<file path="src/hdl/adhl_pkg.sv">
package adhl_pkg;

   localparam int PADS = 4;
   localparam int AXES = 4;
   localparam int SLOTS = PADS * AXES * 2;
   localparam int SLOT_W = (SLOTS > 1) ? $clog2(SLOTS) : 1;

   // Range limits, wide enough to hold the largest legal count.
   localparam logic [4:0] PAD_LIMIT = 5'(PADS);
   localparam logic [4:0] AXIS_LIMIT = 5'(AXES);

   localparam logic [7:0]  BOUND_MASK_RESET = 8'd0;
   localparam logic [14:0] DEADZONE_RESET = 15'd4915;
   localparam logic [15:0] RELEASE_FACTOR_RESET = 16'd32768;

   // Full scale in Q1.15 and the saturated strength.
   localparam logic [15:0] FULL_SCALE = 16'd32768;
   localparam logic [15:0] STRENGTH_MAX = 16'hFFFF;
   localparam logic [3:0]  DIV_LAST_STEP = 4'd15;

   typedef enum logic [1:0] {
      CSR_BOUND_MASK     = 2'd0,
      CSR_DEADZONE       = 2'd1,
      CSR_RELEASE_FACTOR = 2'd2
   } csr_index_type;

   typedef struct packed {
      logic [1:0]         pad_index;
      logic [1:0]         axis_index;
      logic signed [15:0] axis_value;
   } adhl_req_type;

   typedef struct packed {
      logic [1:0]  event_pad;
      logic [1:0]  event_axis;
      logic        direction;
      logic        pressed;
      logic [15:0] strength;
      logic        last;
   } adhl_rsp_type;

endpackage

</file>
<file path="src/hdl/axis_direction_hysteresis_latch.sv">
// Axis direction hysteresis latch. Each request is one stick sample (pad,
// axis, signed Q1.15 deflection). The block keeps a press latch for every
// pad, axis and direction, handles the negative direction and then the
// positive one, and emits up to two events per sample on the response
// channel, the final one flagged by last. A released latch presses when the
// deflection magnitude reaches the deadzone; a held latch releases once the
// magnitude drops below deadzone times release_factor. A down event carries
// the strength (m - deadzone) / (1 - deadzone) in Q0.16, saturated. A
// direction whose bit in bound_mask is clear has its latch cleared without
// an event, and a sample from a pad or axis beyond the configured count is
// dropped. Timing: after a request is accepted, req_ready stays low while the
// block forms the release threshold, evaluates each direction and sends
// each pending event, so no new sample is taken before the block is through
// with the last one. A down event below full deflection takes its strength
// from one restoring divider that produces one quotient bit per cycle; a
// down event at full deflection saturates without the divider. A stalled
// response channel adds its wait on top. Configuration registers are
// written through the csr port at any time the block is idle.
module axis_direction_hysteresis_latch
   import adhl_pkg::*;
(
   input  logic          clock,
   input  logic          reset,
   input  logic          req_valid,
   output logic          req_ready,
   input  adhl_req_type  req_data,
   output logic          rsp_valid,
   input  logic          rsp_ready,
   output adhl_rsp_type  rsp_data,
   input  logic          csr_valid,
   output logic          csr_ready,
   input  logic [1:0]    csr_index,
   input  logic [15:0]   csr_data
);

   // Sequencer states, one-hot.
   typedef enum logic [5:0] {
      ST_IDLE  = 6'b000001,
      ST_PROD  = 6'b000010,
      ST_EVAL  = 6'b000100,
      ST_DIV   = 6'b001000,
      ST_SEND0 = 6'b010000,
      ST_SEND1 = 6'b100000
   } state_type;

   state_type state_ff, state_in;

   // Configuration registers.
   logic [7:0]  bound_mask_ff, bound_mask_in;
   logic [14:0] deadzone_ff, deadzone_in;
   logic [15:0] release_factor_ff, release_factor_in;

   // One press latch per pad, axis and direction.
   logic [SLOTS-1:0] latch_ff, latch_in;

   // The sample being worked on.
   adhl_req_type sample_ff, sample_in;
   logic         dir_ff, dir_in;

   // Release threshold, deadzone times release_factor.
   logic [30:0] thresh_ff, thresh_in;

   // Divider state.
   logic [15:0] rem_ff, rem_in;
   logic [15:0] quo_ff, quo_in;
   logic [15:0] divisor_ff, divisor_in;
   logic [3:0]  step_ff, step_in;

   // Pending events, one per direction.
   logic [1:0]  ev_ff, ev_in;
   logic [1:0]  ev_pressed_ff, ev_pressed_in;
   logic [15:0] ev_strength_ff [2];
   logic [15:0] ev_strength_in [2];

   // Output register.
   logic         rsp_valid_ff, rsp_valid_in;
   adhl_rsp_type rsp_data_ff, rsp_data_in;

   // Evaluation of the current direction.
   logic [SLOT_W-1:0] slot;
   logic              bound;
   logic              was;
   logic              now;
   logic [15:0]       mag;
   logic [15:0]       excess;
   logic [15:0]       span;
   logic [16:0]       rem_shift;
   logic              rem_ge;
   logic              out_free;
   logic              in_range;

   assign req_ready = (state_ff == ST_IDLE);
   assign csr_ready = 1'b1;
   assign rsp_valid = rsp_valid_ff;
   assign rsp_data  = rsp_data_ff;

   assign in_range = ({3'b000, req_data.pad_index} < PAD_LIMIT) &&
                     ({3'b000, req_data.axis_index} < AXIS_LIMIT);

   assign slot = SLOT_W'((int'(sample_ff.pad_index) * AXES +
                          int'(sample_ff.axis_index)) * 2 + int'(dir_ff));
   assign bound = bound_mask_ff[{sample_ff.axis_index, dir_ff}];
   assign was   = latch_ff[slot];

   // Magnitude along the current direction, 0..32768.
   always_comb begin
      mag = 16'd0;
      if (dir_ff) begin
         if (!sample_ff.axis_value[15]) begin
            mag = sample_ff.axis_value;
         end
      end else begin
         if (sample_ff.axis_value[15]) begin
            mag = 16'd0 - sample_ff.axis_value;
         end
      end
   end

   // A held latch stays while m * 65536 reaches the threshold exactly.
   assign now = was ? ({mag, 16'h0000} >= {1'b0, thresh_ff})
                    : (mag >= {1'b0, deadzone_ff});

   assign excess = mag - {1'b0, deadzone_ff};
   assign span   = FULL_SCALE - {1'b0, deadzone_ff};

   assign rem_shift = {rem_ff, 1'b0};
   assign rem_ge    = (rem_shift >= {1'b0, divisor_ff});

   assign out_free = !rsp_valid_ff || rsp_ready;

   always_comb begin
      state_in          = state_ff;
      bound_mask_in     = bound_mask_ff;
      deadzone_in       = deadzone_ff;
      release_factor_in = release_factor_ff;
      latch_in          = latch_ff;
      dir_in            = dir_ff;
      ev_in             = ev_ff;
      step_in           = step_ff;
      rsp_valid_in      = rsp_valid_ff;

      sample_in         = sample_ff;
      thresh_in         = thresh_ff;
      rem_in            = rem_ff;
      quo_in            = quo_ff;
      divisor_in        = divisor_ff;
      ev_pressed_in     = ev_pressed_ff;
      ev_strength_in    = ev_strength_ff;
      rsp_data_in       = rsp_data_ff;

      if (rsp_valid_ff && rsp_ready) begin
         rsp_valid_in = 1'b0;
      end

      if (csr_valid) begin
         unique case (csr_index)
            CSR_BOUND_MASK:     bound_mask_in     = csr_data[7:0];
            CSR_DEADZONE:       deadzone_in       = csr_data[14:0];
            CSR_RELEASE_FACTOR: release_factor_in = csr_data;
            default: ;
         endcase
      end

      unique case (state_ff)
         ST_IDLE: begin
            if (req_valid) begin
               sample_in = req_data;
               dir_in    = 1'b0;
               ev_in     = 2'b00;
               if (in_range) begin
                  state_in = ST_PROD;
               end
            end
         end
         ST_PROD: begin
            thresh_in = 31'(deadzone_ff * release_factor_ff);
            state_in  = ST_EVAL;
         end
         ST_EVAL: begin
            state_in = dir_ff ? ST_SEND0 : ST_EVAL;
            dir_in   = 1'b1;
            if (!bound) begin
               latch_in[slot] = 1'b0;
            end else if (now != was) begin
               latch_in[slot]        = now;
               ev_in[dir_ff]         = 1'b1;
               ev_pressed_in[dir_ff] = now;
               ev_strength_in[dir_ff] = 16'd0;
               if (now) begin
                  if (excess >= span) begin
                     // Full reach of the span saturates the strength.
                     ev_strength_in[dir_ff] = STRENGTH_MAX;
                  end else begin
                     rem_in     = excess;
                     quo_in     = 16'd0;
                     divisor_in = span;
                     step_in    = 4'd0;
                     dir_in     = dir_ff;
                     state_in   = ST_DIV;
                  end
               end
            end
         end
         ST_DIV: begin
            rem_in  = rem_ge ? 16'(rem_shift - {1'b0, divisor_ff}) : rem_shift[15:0];
            quo_in  = {quo_ff[14:0], rem_ge};
            step_in = step_ff + 4'd1;
            if (step_ff == DIV_LAST_STEP) begin
               ev_strength_in[dir_ff] = {quo_ff[14:0], rem_ge};
               dir_in   = 1'b1;
               state_in = dir_ff ? ST_SEND0 : ST_EVAL;
            end
         end
         ST_SEND0: begin
            if (!ev_ff[0]) begin
               state_in = ST_SEND1;
            end else if (out_free) begin
               rsp_valid_in           = 1'b1;
               rsp_data_in.event_pad  = sample_ff.pad_index;
               rsp_data_in.event_axis = sample_ff.axis_index;
               rsp_data_in.direction  = 1'b0;
               rsp_data_in.pressed    = ev_pressed_ff[0];
               rsp_data_in.strength   = ev_strength_ff[0];
               rsp_data_in.last       = !ev_ff[1];
               state_in               = ST_SEND1;
            end
         end
         ST_SEND1: begin
            if (!ev_ff[1]) begin
               state_in = ST_IDLE;
            end else if (out_free) begin
               rsp_valid_in           = 1'b1;
               rsp_data_in.event_pad  = sample_ff.pad_index;
               rsp_data_in.event_axis = sample_ff.axis_index;
               rsp_data_in.direction  = 1'b1;
               rsp_data_in.pressed    = ev_pressed_ff[1];
               rsp_data_in.strength   = ev_strength_ff[1];
               rsp_data_in.last       = 1'b1;
               state_in               = ST_IDLE;
            end
         end
         default: begin
            state_in = ST_IDLE;
         end
      endcase
   end

   // Control state.
   always_ff @(posedge clock) begin
      if (reset) begin
         state_ff          <= ST_IDLE;
         bound_mask_ff     <= BOUND_MASK_RESET;
         deadzone_ff       <= DEADZONE_RESET;
         release_factor_ff <= RELEASE_FACTOR_RESET;
         latch_ff          <= '0;
         dir_ff            <= 1'b0;
         ev_ff             <= 2'b00;
         step_ff           <= 4'd0;
         rsp_valid_ff      <= 1'b0;
      end else begin
         state_ff          <= state_in;
         bound_mask_ff     <= bound_mask_in;
         deadzone_ff       <= deadzone_in;
         release_factor_ff <= release_factor_in;
         latch_ff          <= latch_in;
         dir_ff            <= dir_in;
         ev_ff             <= ev_in;
         step_ff           <= step_in;
         rsp_valid_ff      <= rsp_valid_in;
      end
   end

   // Payload registers.
   always_ff @(posedge clock) begin
      sample_ff      <= sample_in;
      thresh_ff      <= thresh_in;
      rem_ff         <= rem_in;
      quo_ff         <= quo_in;
      divisor_ff     <= divisor_in;
      ev_pressed_ff  <= ev_pressed_in;
      ev_strength_ff <= ev_strength_in;
      rsp_data_ff    <= rsp_data_in;
   end

endmodule

</file>
<file path="config.mk">
export PLATFORM = sky130hd
export DESIGN_NAME = axis_direction_hysteresis_latch
export DESIGN_NICKNAME = d
export VERILOG_FILES = /design/src/hdl/adhl_pkg.sv /design/src/hdl/axis_direction_hysteresis_latch.sv
export SDC_FILE = /design/constraint.sdc
export NUM_CORES = 1
export LEC_CHECK = 0
export BUFFER_PORTS_ARGS = -buffer_cell sky130_fd_sc_hd__buf_2
export CAP_MARGIN = 10
export CORE_ASPECT_RATIO = 1.4
export CORE_MARGIN = 2
export CORE_UTILIZATION = 60
export DETAILED_ROUTE_END_ITERATION = 16
export PLACE_DENSITY_LB_ADDON = 0.2
export SYNTH_ARGS = -nofsm -noshare
export SYNTH_HDL_FRONTEND = slang
export SYNTH_SLANG_ARGS = --single-unit
</file>
<file path="constraint.sdc">
create_clock -name clock -period 11.95 [get_ports clock]
set_clock_uncertainty 0.2 [all_clocks]
set_input_delay 0 -clock clock [delete_from_list [all_inputs] [get_ports clock]]
set_output_delay 0 -clock clock [all_outputs]
set_load 0.1 [all_outputs]
</file>
==> results of run 1 <==
## Yosys cell counts (6+ instances only)
| cell type | n | area share |
|---|---|---|
| sky130_fd_sc_hd__nand3b_1 | 8 | 0.0029 |
| sky130_fd_sc_hd__dfxtp_1 | 85 | 0.083 |
| sky130_fd_sc_hd__and3_1 | 11 | 0.0034 |
| sky130_fd_sc_hd__xnor2_1 | 59 | 0.025 |
| sky130_fd_sc_hd__a41oi_1 | 8 | 0.0034 |
| sky130_fd_sc_hd__fa_1 | 182 | 0.18 |
| sky130_fd_sc_hd__xor2_1 | 15 | 0.0064 |
| sky130_fd_sc_hd__a31oi_1 | 29 | 0.0089 |
| sky130_fd_sc_hd__a22o_1 | 12 | 0.0051 |
| sky130_fd_sc_hd__nor3_1 | 24 | 0.0059 |
| sky130_fd_sc_hd__nor4_1 | 10 | 0.0031 |
| sky130_fd_sc_hd__clkbuf_1 | 87 | 0.016 |
| sky130_fd_sc_hd__o21ai_0 | 77 | 0.019 |
| sky130_fd_sc_hd__o211ai_1 | 13 | 0.0048 |
| sky130_fd_sc_hd__a21oi_1 | 75 | 0.018 |
| sky130_fd_sc_hd__a21o_1 | 23 | 0.0084 |
| sky130_fd_sc_hd__buf_2 | 10 | 0.0024 |
| sky130_fd_sc_hd__inv_1 | 282 | 0.052 |
| sky130_fd_sc_hd__ha_1 | 160 | 0.098 |
| sky130_fd_sc_hd__nand4_1 | 14 | 0.0043 |
| sky130_fd_sc_hd__nand3_1 | 25 | 0.0061 |
| sky130_fd_sc_hd__nor2b_1 | 9 | 0.0028 |
| sky130_fd_sc_hd__and2_1 | 111 | 0.034 |
| sky130_fd_sc_hd__o21a_1 | 18 | 0.0066 |
| sky130_fd_sc_hd__nor3b_1 | 10 | 0.0037 |
| sky130_fd_sc_hd__nand2b_1 | 8 | 0.0024 |
| sky130_fd_sc_hd__a211oi_1 | 11 | 0.0040 |
| sky130_fd_sc_hd__o31ai_1 | 6 | 0.0022 |
| sky130_fd_sc_hd__a2111oi_0 | 7 | 0.0030 |
| sky130_fd_sc_hd__nor2_1 | 109 | 0.020 |
| sky130_fd_sc_hd__edfxtp_1 | 155 | 0.23 |
| sky130_fd_sc_hd__nand2_1 | 347 | 0.064 |
| sky130_fd_sc_hd__a22oi_1 | 54 | 0.020 |
| sky130_fd_sc_hd__mux2i_1 | 37 | 0.018 |
## through the flow
stage | power (mW) | instances | worst slack (ns) | instance area, um^2
after floorplan | 1.413 | 2176 | 5.191 | 20450
after global placement | 1.556 | 2611 | 4.797 | 21130
after detailed placement | 1.574 | 2611 | 4.698 | 21130
after CTS | 2.399 | 2729 | 4.678 | 22670
after global routing | 2.504 | 2730 | 4.559 | 22680
final | 2.391 | 2730 | 4.845 | 22680
## metal layers
layer / vias up / GRT usage
met5: - / 0
met4: 0 / 0.1337
met3: 172 / 0.03397
met2: 522 / 0.5457
met1: 7812 / 0.3373
li1: 7480 / -
## timing repair
| item | in CTS | in global routing |
|---|---|---|
| hold buffers | 70 | 0 |
| setup endpoints to repair | 0 | 0 |
| endpoints found under the hold margin | 89 | 0 |
## worst min-delay path by stage
stage / start / end / slack, ns / cells after the start
finish: csr_data[2] / release_factor_ff[2]$_SDFFE_PP0P_ / 0.07 / 4
floorplan: req_data[0] / sample_ff[0]$_DFFE_PP_ / -0.10 / 0
CTS: csr_data[14] / release_factor_ff[14]$_SDFFE_PP0P_ / 0.01 / 4
global placement: req_data[19] / sample_ff[19]$_DFFE_PP_ / -0.02 / 1
detailed placement: req_data[10] / sample_ff[10]$_DFFE_PP_ / -0.02 / 1
global route: csr_data[3] / release_factor_ff[3]$_SDFFE_PP0P_ / 0.08 / 4
## power by group through the flow
stage	sequential (mW)	combinational, mW	clock, mW
floorplan	0.961	0.452	0
global placement	0.984	0.572	0
detailed placement	0.986	0.588	0
CTS	0.967	0.610	0.822
global route	0.971	0.684	0.849
finish	0.969	0.613	0.809
## area by class of cell
class | count | share of cell area
Clock buffer | 32 | 0.03149
Clock inverter | 16 | 0.005847
Inverter | 284 | 0.04699
Multi-Input combinational cell | 1548 | 0.5574
Sequential cell | 240 | 0.2803
Tap cell | 451 | 0.02488
Timing Repair Buffer | 159 | 0.05312
## kinds of logic after synthesis
logic type | Yosys count | synth area share
and+or+nand+nor | 722 | 0.1687
adders and majority gates | 342 | 0.2760
buffers and inverters | 388 | 0.07255
xor gates and xnor gates | 74 | 0.03169
AOI/OAI and AO/OA | 365 | 0.1171
DFF | 240 | 0.3107
muxes | 44 | 0.02306
other | 1 | 0.0001833
## cells in the final DEF (no fill, tap or decap), types with 18 or more instances in the layout
cell type	synthesis	final
sky130_fd_sc_hd__and2_1	111	111
sky130_fd_sc_hd__nand3_1	25	25
sky130_fd_sc_hd__buf_2	10	67
sky130_fd_sc_hd__a21o_1	23	23
sky130_fd_sc_hd__a21oi_1	75	75
sky130_fd_sc_hd__buf_4	2	21
sky130_fd_sc_hd__o21a_1	18	18
sky130_fd_sc_hd__ha_1	160	160
sky130_fd_sc_hd__nand2_1	347	347
sky130_fd_sc_hd__nor3_1	24	24
sky130_fd_sc_hd__dfxtp_1	85	84
sky130_fd_sc_hd__dlygate4sd3_1	0	70
sky130_fd_sc_hd__nor2_1	109	109
sky130_fd_sc_hd__xnor2_1	59	59
sky130_fd_sc_hd__fa_1	182	182
sky130_fd_sc_hd__mux2i_1	37	37
sky130_fd_sc_hd__a22oi_1	54	54
sky130_fd_sc_hd__inv_1	282	282
sky130_fd_sc_hd__clkbuf_16	0	27
sky130_fd_sc_hd__edfxtp_1	155	155
sky130_fd_sc_hd__a31oi_1	29	29
sky130_fd_sc_hd__o21ai_0	77	77
## critical path, cell delays in order (launching register included)
cell	delay [ns]
sky130_fd_sc_hd__dfxtp_1	0.80
sky130_fd_sc_hd__nand2_1	0.17
sky130_fd_sc_hd__fa_1	0.57
sky130_fd_sc_hd__inv_1	0.06
sky130_fd_sc_hd__fa_1	0.52
sky130_fd_sc_hd__inv_1	0.05
sky130_fd_sc_hd__fa_1	0.50
sky130_fd_sc_hd__inv_1	0.04
sky130_fd_sc_hd__ha_1	0.27
sky130_fd_sc_hd__inv_1	0.05
sky130_fd_sc_hd__fa_1	0.53
sky130_fd_sc_hd__inv_1	0.06
sky130_fd_sc_hd__fa_1	0.47
sky130_fd_sc_hd__ha_1	0.37
sky130_fd_sc_hd__o21a_1	0.14
sky130_fd_sc_hd__o21ai_0	0.11
sky130_fd_sc_hd__or3b_2	0.51
sky130_fd_sc_hd__o311a_1	0.43
sky130_fd_sc_hd__a21oi_1	0.40
sky130_fd_sc_hd__a2111oi_0	0.20
sky130_fd_sc_hd__nor3_1	0.28
sky130_fd_sc_hd__xnor2_1	0.11
==> impl_table.tex, run 1 <==
\begin{tabular}{lr}
\hline
Metric & Value \\
\hline
\multicolumn{2}{l}{\textbf{STA}} \\
\quad Hold Violations, Final & 0 \\
\quad Max-slew violation count & 0 \\
\quad Tightest Pin Transition & between 1 and 1.5 ns \\
\quad Fin Setup TNS & 0 ns \\
\quad Number of endpoints failing setup at the final stage & 0 \\
\quad Relative slew slack & 0.1965 \\
\quad Min Hold Slack & 0.07215 ns \\
\quad Tmin final & 7.105 ns \\
\quad Setup repair after global routing missed its margin & no \\
\quad Maximum clock frequency & about 140 MHz \\
\quad Part of the cycle the worst path needs & 0.5946 \\
\multicolumn{2}{l}{\textbf{Route}} \\
\quad Met2 Wirelength & 26,980 um \\
\quad Average routed wire per standard cell & approximately 19 um \\
\quad Post-route DRC & 0 \\
\quad Met3 wire len & $\sim$2700 um \\
\quad Via count & 15,990 \\
\quad Initial DRC Count & between 1,000 and 1,500 \\
\quad Number of antenna-violating nets in the routed design & 0 \\
\quad Wire length on met1 & slightly below 20,000 um \\
\quad Final Routed Wirelength & about 52,000 um \\
\quad Top Layer Used & met4 \\
\quad Via-per-instance ratio & $\sim$5.9 \\
\quad Total iterations of the first detailed-routing run & 5 \\
\multicolumn{2}{l}{\textbf{Logic synthesis}} \\
\quad Number of warnings reported in the yosys synthesis log & 0 \\
\quad Synthesized Nets & $\sim$2,600 \\
\quad Synth async-reset ratio & 0 \\
\quad Gate Count Post-Synth & $\sim$2,200 \\
\quad Flip-flop and latch count after synthesis & 240 \\
\quad Synth Cell Area & roughly 20,000 um\^{}2 \\
\quad Count of distinct cell types in the synthesized netlist & 78 \\
\quad Count of flip-flops with a built-in enable after synthesis & about 160 \\
\quad Mean instance size in the synthesized netlist & 9.400 um\^{}2 \\
\quad Ys flop type & sky130\_fd\_sc\_hd\_\_edfxtp\_1 \\
\quad Fraction of the yosys area taken by sequential cells & 0.3107 \\
\multicolumn{2}{l}{\textbf{Floorplan}} \\
\quad Initial core utilization & 0.6046 \\
\quad Die footprint & around 36,000 um\^{}2 \\
\quad Die outline width & around 160 um \\
\quad Die extent in y & 222.5 um \\
\quad Area of the core & approximately 34,000 um\^{}2 \\
\quad Row cnt & 80 \\
\quad Top-level port count & slightly below 70 \\
\multicolumn{2}{l}{\textbf{Critical path}} \\
\quad Type of the worst setup path & reg2reg \\
\quad Worst Reg-to-Reg Cells & 21 \\
\quad Largest fanout on the critical path & 18 \\
\quad Crit path capture & thresh\_ff[30]\$\_DFFE\_PP\_ \\
\quad Reg-to-Reg Start & deadzone\_ff[5]\$\_SDFFE\_PP1P\_ \\
\quad Worst setup slack for register-to-register paths & around 4.8 ns \\
\quad Worst setup EP type & register \\
\quad Worst setup SP type & register \\
\quad Required arrival time at the worst endpoint & $\sim$12 ns \\
\quad Crit path launch & deadzone\_ff[5]\$\_SDFFE\_PP1P\_ \\
\quad Arr. time, crit path & a little over 7 ns \\
\quad Terminus of the critical flop-to-flop path & thresh\_ff[30]\$\_DFFE\_PP\_ \\
\multicolumn{2}{l}{\textbf{Clock network}} \\
\quad Maximum count of clock buffers along a single path & 3 \\
\quad Number of buffers created by CTS & 26 \\
\quad Post-CTS Setup Bufs & 0 \\
\quad Root Driver & sky130\_fd\_sc\_hd\_\_clkbuf\_16 \\
\quad Later-pin clock latency in the skew report & 0.57 ns \\
\quad Count of cells resized by post-cts repair & 0 \\
\quad Clock slew seen by the registers of the worst setup and hold paths & 0.07 ns \\
\quad Deepest level of the CTS H-tree & 1 \\
\quad CTS sink cnt & between 200 and 250 \\
\quad TritonCTS clock tree & done \\
\multicolumn{2}{l}{\textbf{Power}} \\
\quad Net load switching power & $\sim$0.76 mW \\
\quad Power density over the cells & $\sim$110 nW/um\^{}2 \\
\quad Logic gate share of total power & 0.256 \\
\quad Internal power summed over all cells & roughly 1.6 mW \\
\quad Share of total power in sequential cells & 0.405 \\
\quad VDD IR max & $\sim$100 uV \\
\quad Switching share of power & 0.3196 \\
\quad Share of power burned in the clock network & 0.338 \\
\quad Leak & roughly 10 nW \\
\multicolumn{2}{l}{\textbf{Run status}} \\
\quad Outcome & complete, no violations \\
\multicolumn{2}{l}{\textbf{Placement}} \\
\quad Count of input and output buffers & 67 \\
\quad Dpl hpwl & $\sim$38,000 um \\
\quad Final Wtd Congestion & between 0.9 and 1 \\
\multicolumn{2}{l}{\textbf{Cells and area}} \\
\quad Flip-flop and latch area & approximately 6400 um\^{}2 \\
\quad Multi-input gate area & between 10,000 and 15,000 um\^{}2 \\
\quad Number of nets in the layout & 2,644 \\
\quad Inserted Diodes & 0 \\
\quad Fraction of final layout cells with drive strength greater than 1 & 0.07196 \\
\quad Utilization after layout & 0.6705 \\
\quad Area growth from synthesis to final layout & 10.90\% \\
\quad Number of inserted filler cells in the final layout & 2,722 \\
\multicolumn{2}{l}{\textbf{Run}} \\
\quad Max-cap violations & 0 \\
\multicolumn{2}{l}{\textbf{Global routing}} \\
\quad Number of global-route vias before repair & 16,540 \\
\quad Global Route Usage Sum & 0.2937 \\
\quad Remaining global-route overflow & 0 \\
\quad Maximum number of pins on one net before global-route repair & 62 \\
\quad Number of antenna violations at the first check in global routing & 0 \\
\quad First-pass GRT wire length & about 84,000 um \\
\multicolumn{2}{l}{\textbf{Min path}} \\
\quad Hold Crit Class & in2reg \\
\hline
\end{tabular}
No activity file was read; power rests on OpenSTA's default activity.
==> run 2: changes to the inputs <==
CORE_UTILIZATION = 58   (was 60)
clock period = 5.9 ns   (was 11.95 ns; I/O delays follow)
==> run 2 against run 1 <==
Net effect: worst setup slack got worse by 5.1 ns; the run now ends with setup timing left; register-to-register slack got worse by 5.1 ns; critical path type unchanged; clock-buffer cell count up 1; sequential cell count unchanged; first-iteration DRC count fell by 3.5%; largest cell class unchanged; combinational power up 150%; global-route usage is 1.5 points higher.
==> impl_table.tex, run 2 (synthesized netlist as in run 1, its figures left out) <==
\begin{tabular}{lr}
\hline
Metric & Value \\
\hline
\multicolumn{2}{l}{\textbf{STA}} \\
\quad Part of the cycle the worst path needs & 1.036 (+0.4417) \\
\quad Setup repair after global routing missed its margin & yes \\
\quad Hold Violations, Final & 0 (unchanged) \\
\quad Final setup slack of the worst path & -0.2139 ns (-5.059 ns) \\
\quad Relative slew slack & 0.2227 (+0.02625) \\
\quad Number of endpoints failing setup at the final stage & 10 (+10) \\
\quad Tmin final & 6.114 ns (-0.9912 ns) \\
\quad Maximum clock frequency & 163.6 MHz (+16\%) \\
\quad Tightest Pin Transition & 1.161 ns (-0.03920 ns) \\
\quad Min Hold Slack & 0.01306 ns (-0.05909 ns) \\
\quad Max-slew violation count & 0 (unchanged) \\
\multicolumn{2}{l}{\textbf{Floorplan}} \\
\quad Top-level port count & 69 (unchanged) \\
\quad Die outline width & 162.7 um (+1.7\%) \\
\quad Initial core utilization & 0.5867 (-0.01788) \\
\quad Row cnt & 81 (+1.3\%) \\
\quad Die extent in y & 226.2 um (+1.7\%) \\
\quad Area of the core & 34,860 um\^{}2 (+3.0\%) \\
\quad Die footprint & 36,810 um\^{}2 (+3.4\%) \\
\multicolumn{2}{l}{\textbf{Critical path}} \\
\quad Cells along the critical path & buf\_12, nand2\_2, fa\_1, inv\_1, fa\_1, inv\_1, fa\_1, inv\_2, fa\_1, inv\_2, fa\_2, inv\_2, fa\_2, ha\_4, o21a\_1, o211ai\_1, a31o\_2, o311a\_4, a21oi\_4, a2111oi\_4, nor3\_2, xnor2\_1 \\
\quad Worst setup EP type & register \\
\quad Worst setup slack for register-to-register paths & -0.21 ns (-5.06 ns) \\
\quad Most used cell, CP & sky130\_fd\_sc\_hd\_\_fa\_1 \\
\quad Worst setup SP type & register \\
\quad Slowest stage cell on the critical path & sky130\_fd\_sc\_hd\_\_fa\_2 \\
\quad Highest cell delay on the worst timing path & 0.57 ns (-0.23 ns) \\
\quad Top Family by Delay on Critical Path & adder cells \\
\quad Type of the worst setup path & reg2reg \\
\quad Worst Reg-to-Reg Cells & 22 (+4.8\%) \\
\quad Number of buffer and inverter instances along the worst setup path & 6 (+1) \\
\quad Largest fanout on the critical path & 6 (-12) \\
\quad Reg-to-Reg Start & release\_factor\_ff[7]\$\_SDFFE\_PP0P\_ \\
\quad Required arrival time at the worst endpoint & 5.99 ns (-6.05 ns) \\
\quad Arr. time, crit path & 6.20 ns (-0.99 ns) \\
\quad Terminus of the critical flop-to-flop path & thresh\_ff[30]\$\_DFFE\_PP\_ \\
\quad Number of logic stages on the critical path including buffering & 22 (+4.8\%) \\
\multicolumn{2}{l}{\textbf{Power}} \\
\quad Power density over the cells & 208.0 nW/um\^{}2 (+97\%) \\
\quad VDD IR max & 231.0 uV (+130\%) \\
\quad Leak & 11.20 nW (+9.5\%) \\
\multicolumn{2}{l}{\textbf{Placement}} \\
\quad Final Wtd Congestion & 0.9204 (+0.36\%) \\
\quad Worst slack, placed & -0.6014 ns (-5.299 ns) \\
\quad Dpl cell area & 22,490 um\^{}2 (+6.5\%) \\
\quad Post-placement cell count & 2,762 (+5.8\%) \\
\quad Count of input and output buffers & 67 (unchanged) \\
\quad Dpl hpwl & 41,020 um (+7.0\%) \\
\multicolumn{2}{l}{\textbf{Cells and area}} \\
\quad Area growth from synthesis to final layout & 21.35\% \\
\quad Number of inserted filler cells in the final layout & 2,585 (-5.0\%) \\
\quad Inserted Diodes & 0 (unchanged) \\
\quad Number of nets in the layout & 2,819 (+6.6\%) \\
\quad Final cell count without fillers & 2,908 (+6.5\%) \\
\quad Most common library cell in the layout ignoring fill and taps & sky130\_fd\_sc\_hd\_\_nand2\_1 \\
\quad Fin area & 24,820 um\^{}2 (+9.4\%) \\
\quad Most frequent cells in the layout & 338 x sky130\_fd\_sc\_hd\_\_nand2\_1, 271 x sky130\_fd\_sc\_hd\_\_inv\_1, 177 x sky130\_fd\_sc\_hd\_\_buf\_4 \\
\quad Fraction of final layout cells with drive strength greater than 1 & 0.1827 (+0.1107) \\
\multicolumn{2}{l}{\textbf{Min path}} \\
\quad Destination of the worst hold path & release\_factor\_ff[15]\$\_SDFFE\_PP1P\_ \\
\quad HP Start & csr\_data[15] \\
\quad Hold depth & 4 (unchanged) \\
\quad Hold Crit Class & in2reg \\
\multicolumn{2}{l}{\textbf{Run status}} \\
\quad Violations in the final reports & setup timing \\
\quad Outcome & complete, but fails checks \\
\multicolumn{2}{l}{\textbf{Run}} \\
\quad Max-cap violations & 0 (unchanged) \\
\multicolumn{2}{l}{\textbf{Route}} \\
\quad Post-route DRC & 0 (unchanged) \\
\quad Final Routed Wirelength & 56,510 um (+9.3\%) \\
\quad Via-per-instance ratio & 5.841 (-0.25\%) \\
\quad Average routed wire per standard cell & 19.43 um (+2.6\%) \\
\quad Via count & 16,990 (+6.2\%) \\
\quad Number of antenna-violating nets in the routed design & 0 (unchanged) \\
\quad Initial DRC Count & 1,064 (-3.5\%) \\
\quad Total iterations of the first detailed-routing run & 6 (+1) \\
\multicolumn{2}{l}{\textbf{Clock network}} \\
\quad CTS sink cnt & 240 (unchanged) \\
\quad Root Driver & sky130\_fd\_sc\_hd\_\_clkbuf\_16 \\
\quad Deepest level of the CTS H-tree & 1 (unchanged) \\
\quad Later-pin clock latency in the skew report & 0.55 ns (-0.02 ns) \\
\quad Clock slew seen by the registers of the worst setup and hold paths & 0.07 ns (about the same) \\
\quad TritonCTS clock tree & done \\
\quad Maximum count of clock buffers along a single path & 3 (unchanged) \\
\quad Number of buffers created by CTS & 25 (-3.8\%) \\
\multicolumn{2}{l}{\textbf{Global routing}} \\
\quad Remaining global-route overflow & 0 (unchanged) \\
\quad Global Route Usage Sum & 0.3088 (+0.01507) \\
\quad First-pass GRT wire length & 89,470 um (+7.1\%) \\
\quad Maximum number of pins on one net before global-route repair & 60 (-3.2\%) \\
\quad Number of global-route vias before repair & 17,780 (+7.5\%) \\
\quad Number of antenna violations at the first check in global routing & 0 (unchanged) \\
\hline
\end{tabular}
==> run 2: cell types whose count changed in the layout (fill, tap and decap cells not counted), moves of 10 or more <==
cell and change:
sky130_fd_sc_hd__buf_12 +18, sky130_fd_sc_hd__buf_4 +156, sky130_fd_sc_hd__dfxtp_1 -26, sky130_fd_sc_hd__dfxtp_2 +15, sky130_fd_sc_hd__dfxtp_4 +11, sky130_fd_sc_hd__ha_1 -13, sky130_fd_sc_hd__ha_4 +12, sky130_fd_sc_hd__inv_1 -11
sky130_fd_sc_hd__inv_2 +11, sky130_fd_sc_hd__o21ai_0 -10
==> run 2: timing repair <==
| action | in CTS | in global routing |
|---|---|---|
| setup endpoints to repair | 80 | 97 |
| setup buffers | 28 | 8 |
| hold buffers | 64 | 0 |
| gates resized for setup | 78 | 57 |
| pin swaps | 68 | 50 |
| cloned | 1 | 1 |
| endpoints found under the hold margin | 68 | 0 |
==> run 2: worst max path at each step <==
stage	startpoint	endpoint	slack, ns
floorplan	deadzone_ff[5]$_SDFFE_PP1P_	thresh_ff[26]$_DFFE_PP_	-0.08
global placement	deadzone_ff[2]$_SDFFE_PP0P_	thresh_ff[29]$_DFFE_PP_	-0.51
detailed placement	deadzone_ff[2]$_SDFFE_PP0P_	thresh_ff[29]$_DFFE_PP_	-0.60
CTS	release_factor_ff[5]$_SDFFE_PP0P_	thresh_ff[27]$_DFFE_PP_	-0.14
global route	release_factor_ff[9]$_SDFFE_PP0P_	thresh_ff[29]$_DFFE_PP_	-0.35
finish	release_factor_ff[7]$_SDFFE_PP0P_	thresh_ff[30]$_DFFE_PP_	-0.21
==> run 2: layer usage <==
metal  track usage  wire [um]  part of all wire  vias up
li1              -          -                 -     7821
met1        0.3394      20270              0.36     8336
met2        0.5749      29560              0.52      612
met3       0.03067       3061             0.054      216
met4        0.1773       3617             0.064        0
met5             0          0                 0        -
==> run 2: tightest hold or removal path: stages <==
cell and delay, ns:
sky130_fd_sc_hd__dlygate4sd3_1 0.52, sky130_fd_sc_hd__buf_2 0.10, sky130_fd_sc_hd__nand2_1 0.04, sky130_fd_sc_hd__nand3_1 0.07
==> run 2: layout make-up <==
cell class	instances	area (um^2)	area share
multi-input combinational	1548	13130	0.5288
sequential	240	6417	0.2585
timing repair buffer	335	2788	0.1123
inverter	284	1066	0.04295
clock buffer	33	675.6	0.02722
tap	456	570.5	0.02298
clock inverter	12	178.9	0.007208
==> run 2: per-stage QoR <==
stage	total power, mW	util	TNS (ns)
after floorplan	2.893	-	-0.1772
after global placement	3.287	0.6451	-4.079
after detailed placement	3.333	0.6451	-9.034
after CTS	5.088	0.7044	-0.6213
after global routing	5.383	0.7120	-3.077
final	5.162	0.7120	-1.366
==> run 2: power by group <==
group,internal [mW],switching (mW),leakage (nW),total [mW]
sequential,1.88,0.0657,2.12,1.95
clock,0.987,0.700,0.410,1.69
combinational,0.677,0.850,8.67,1.53
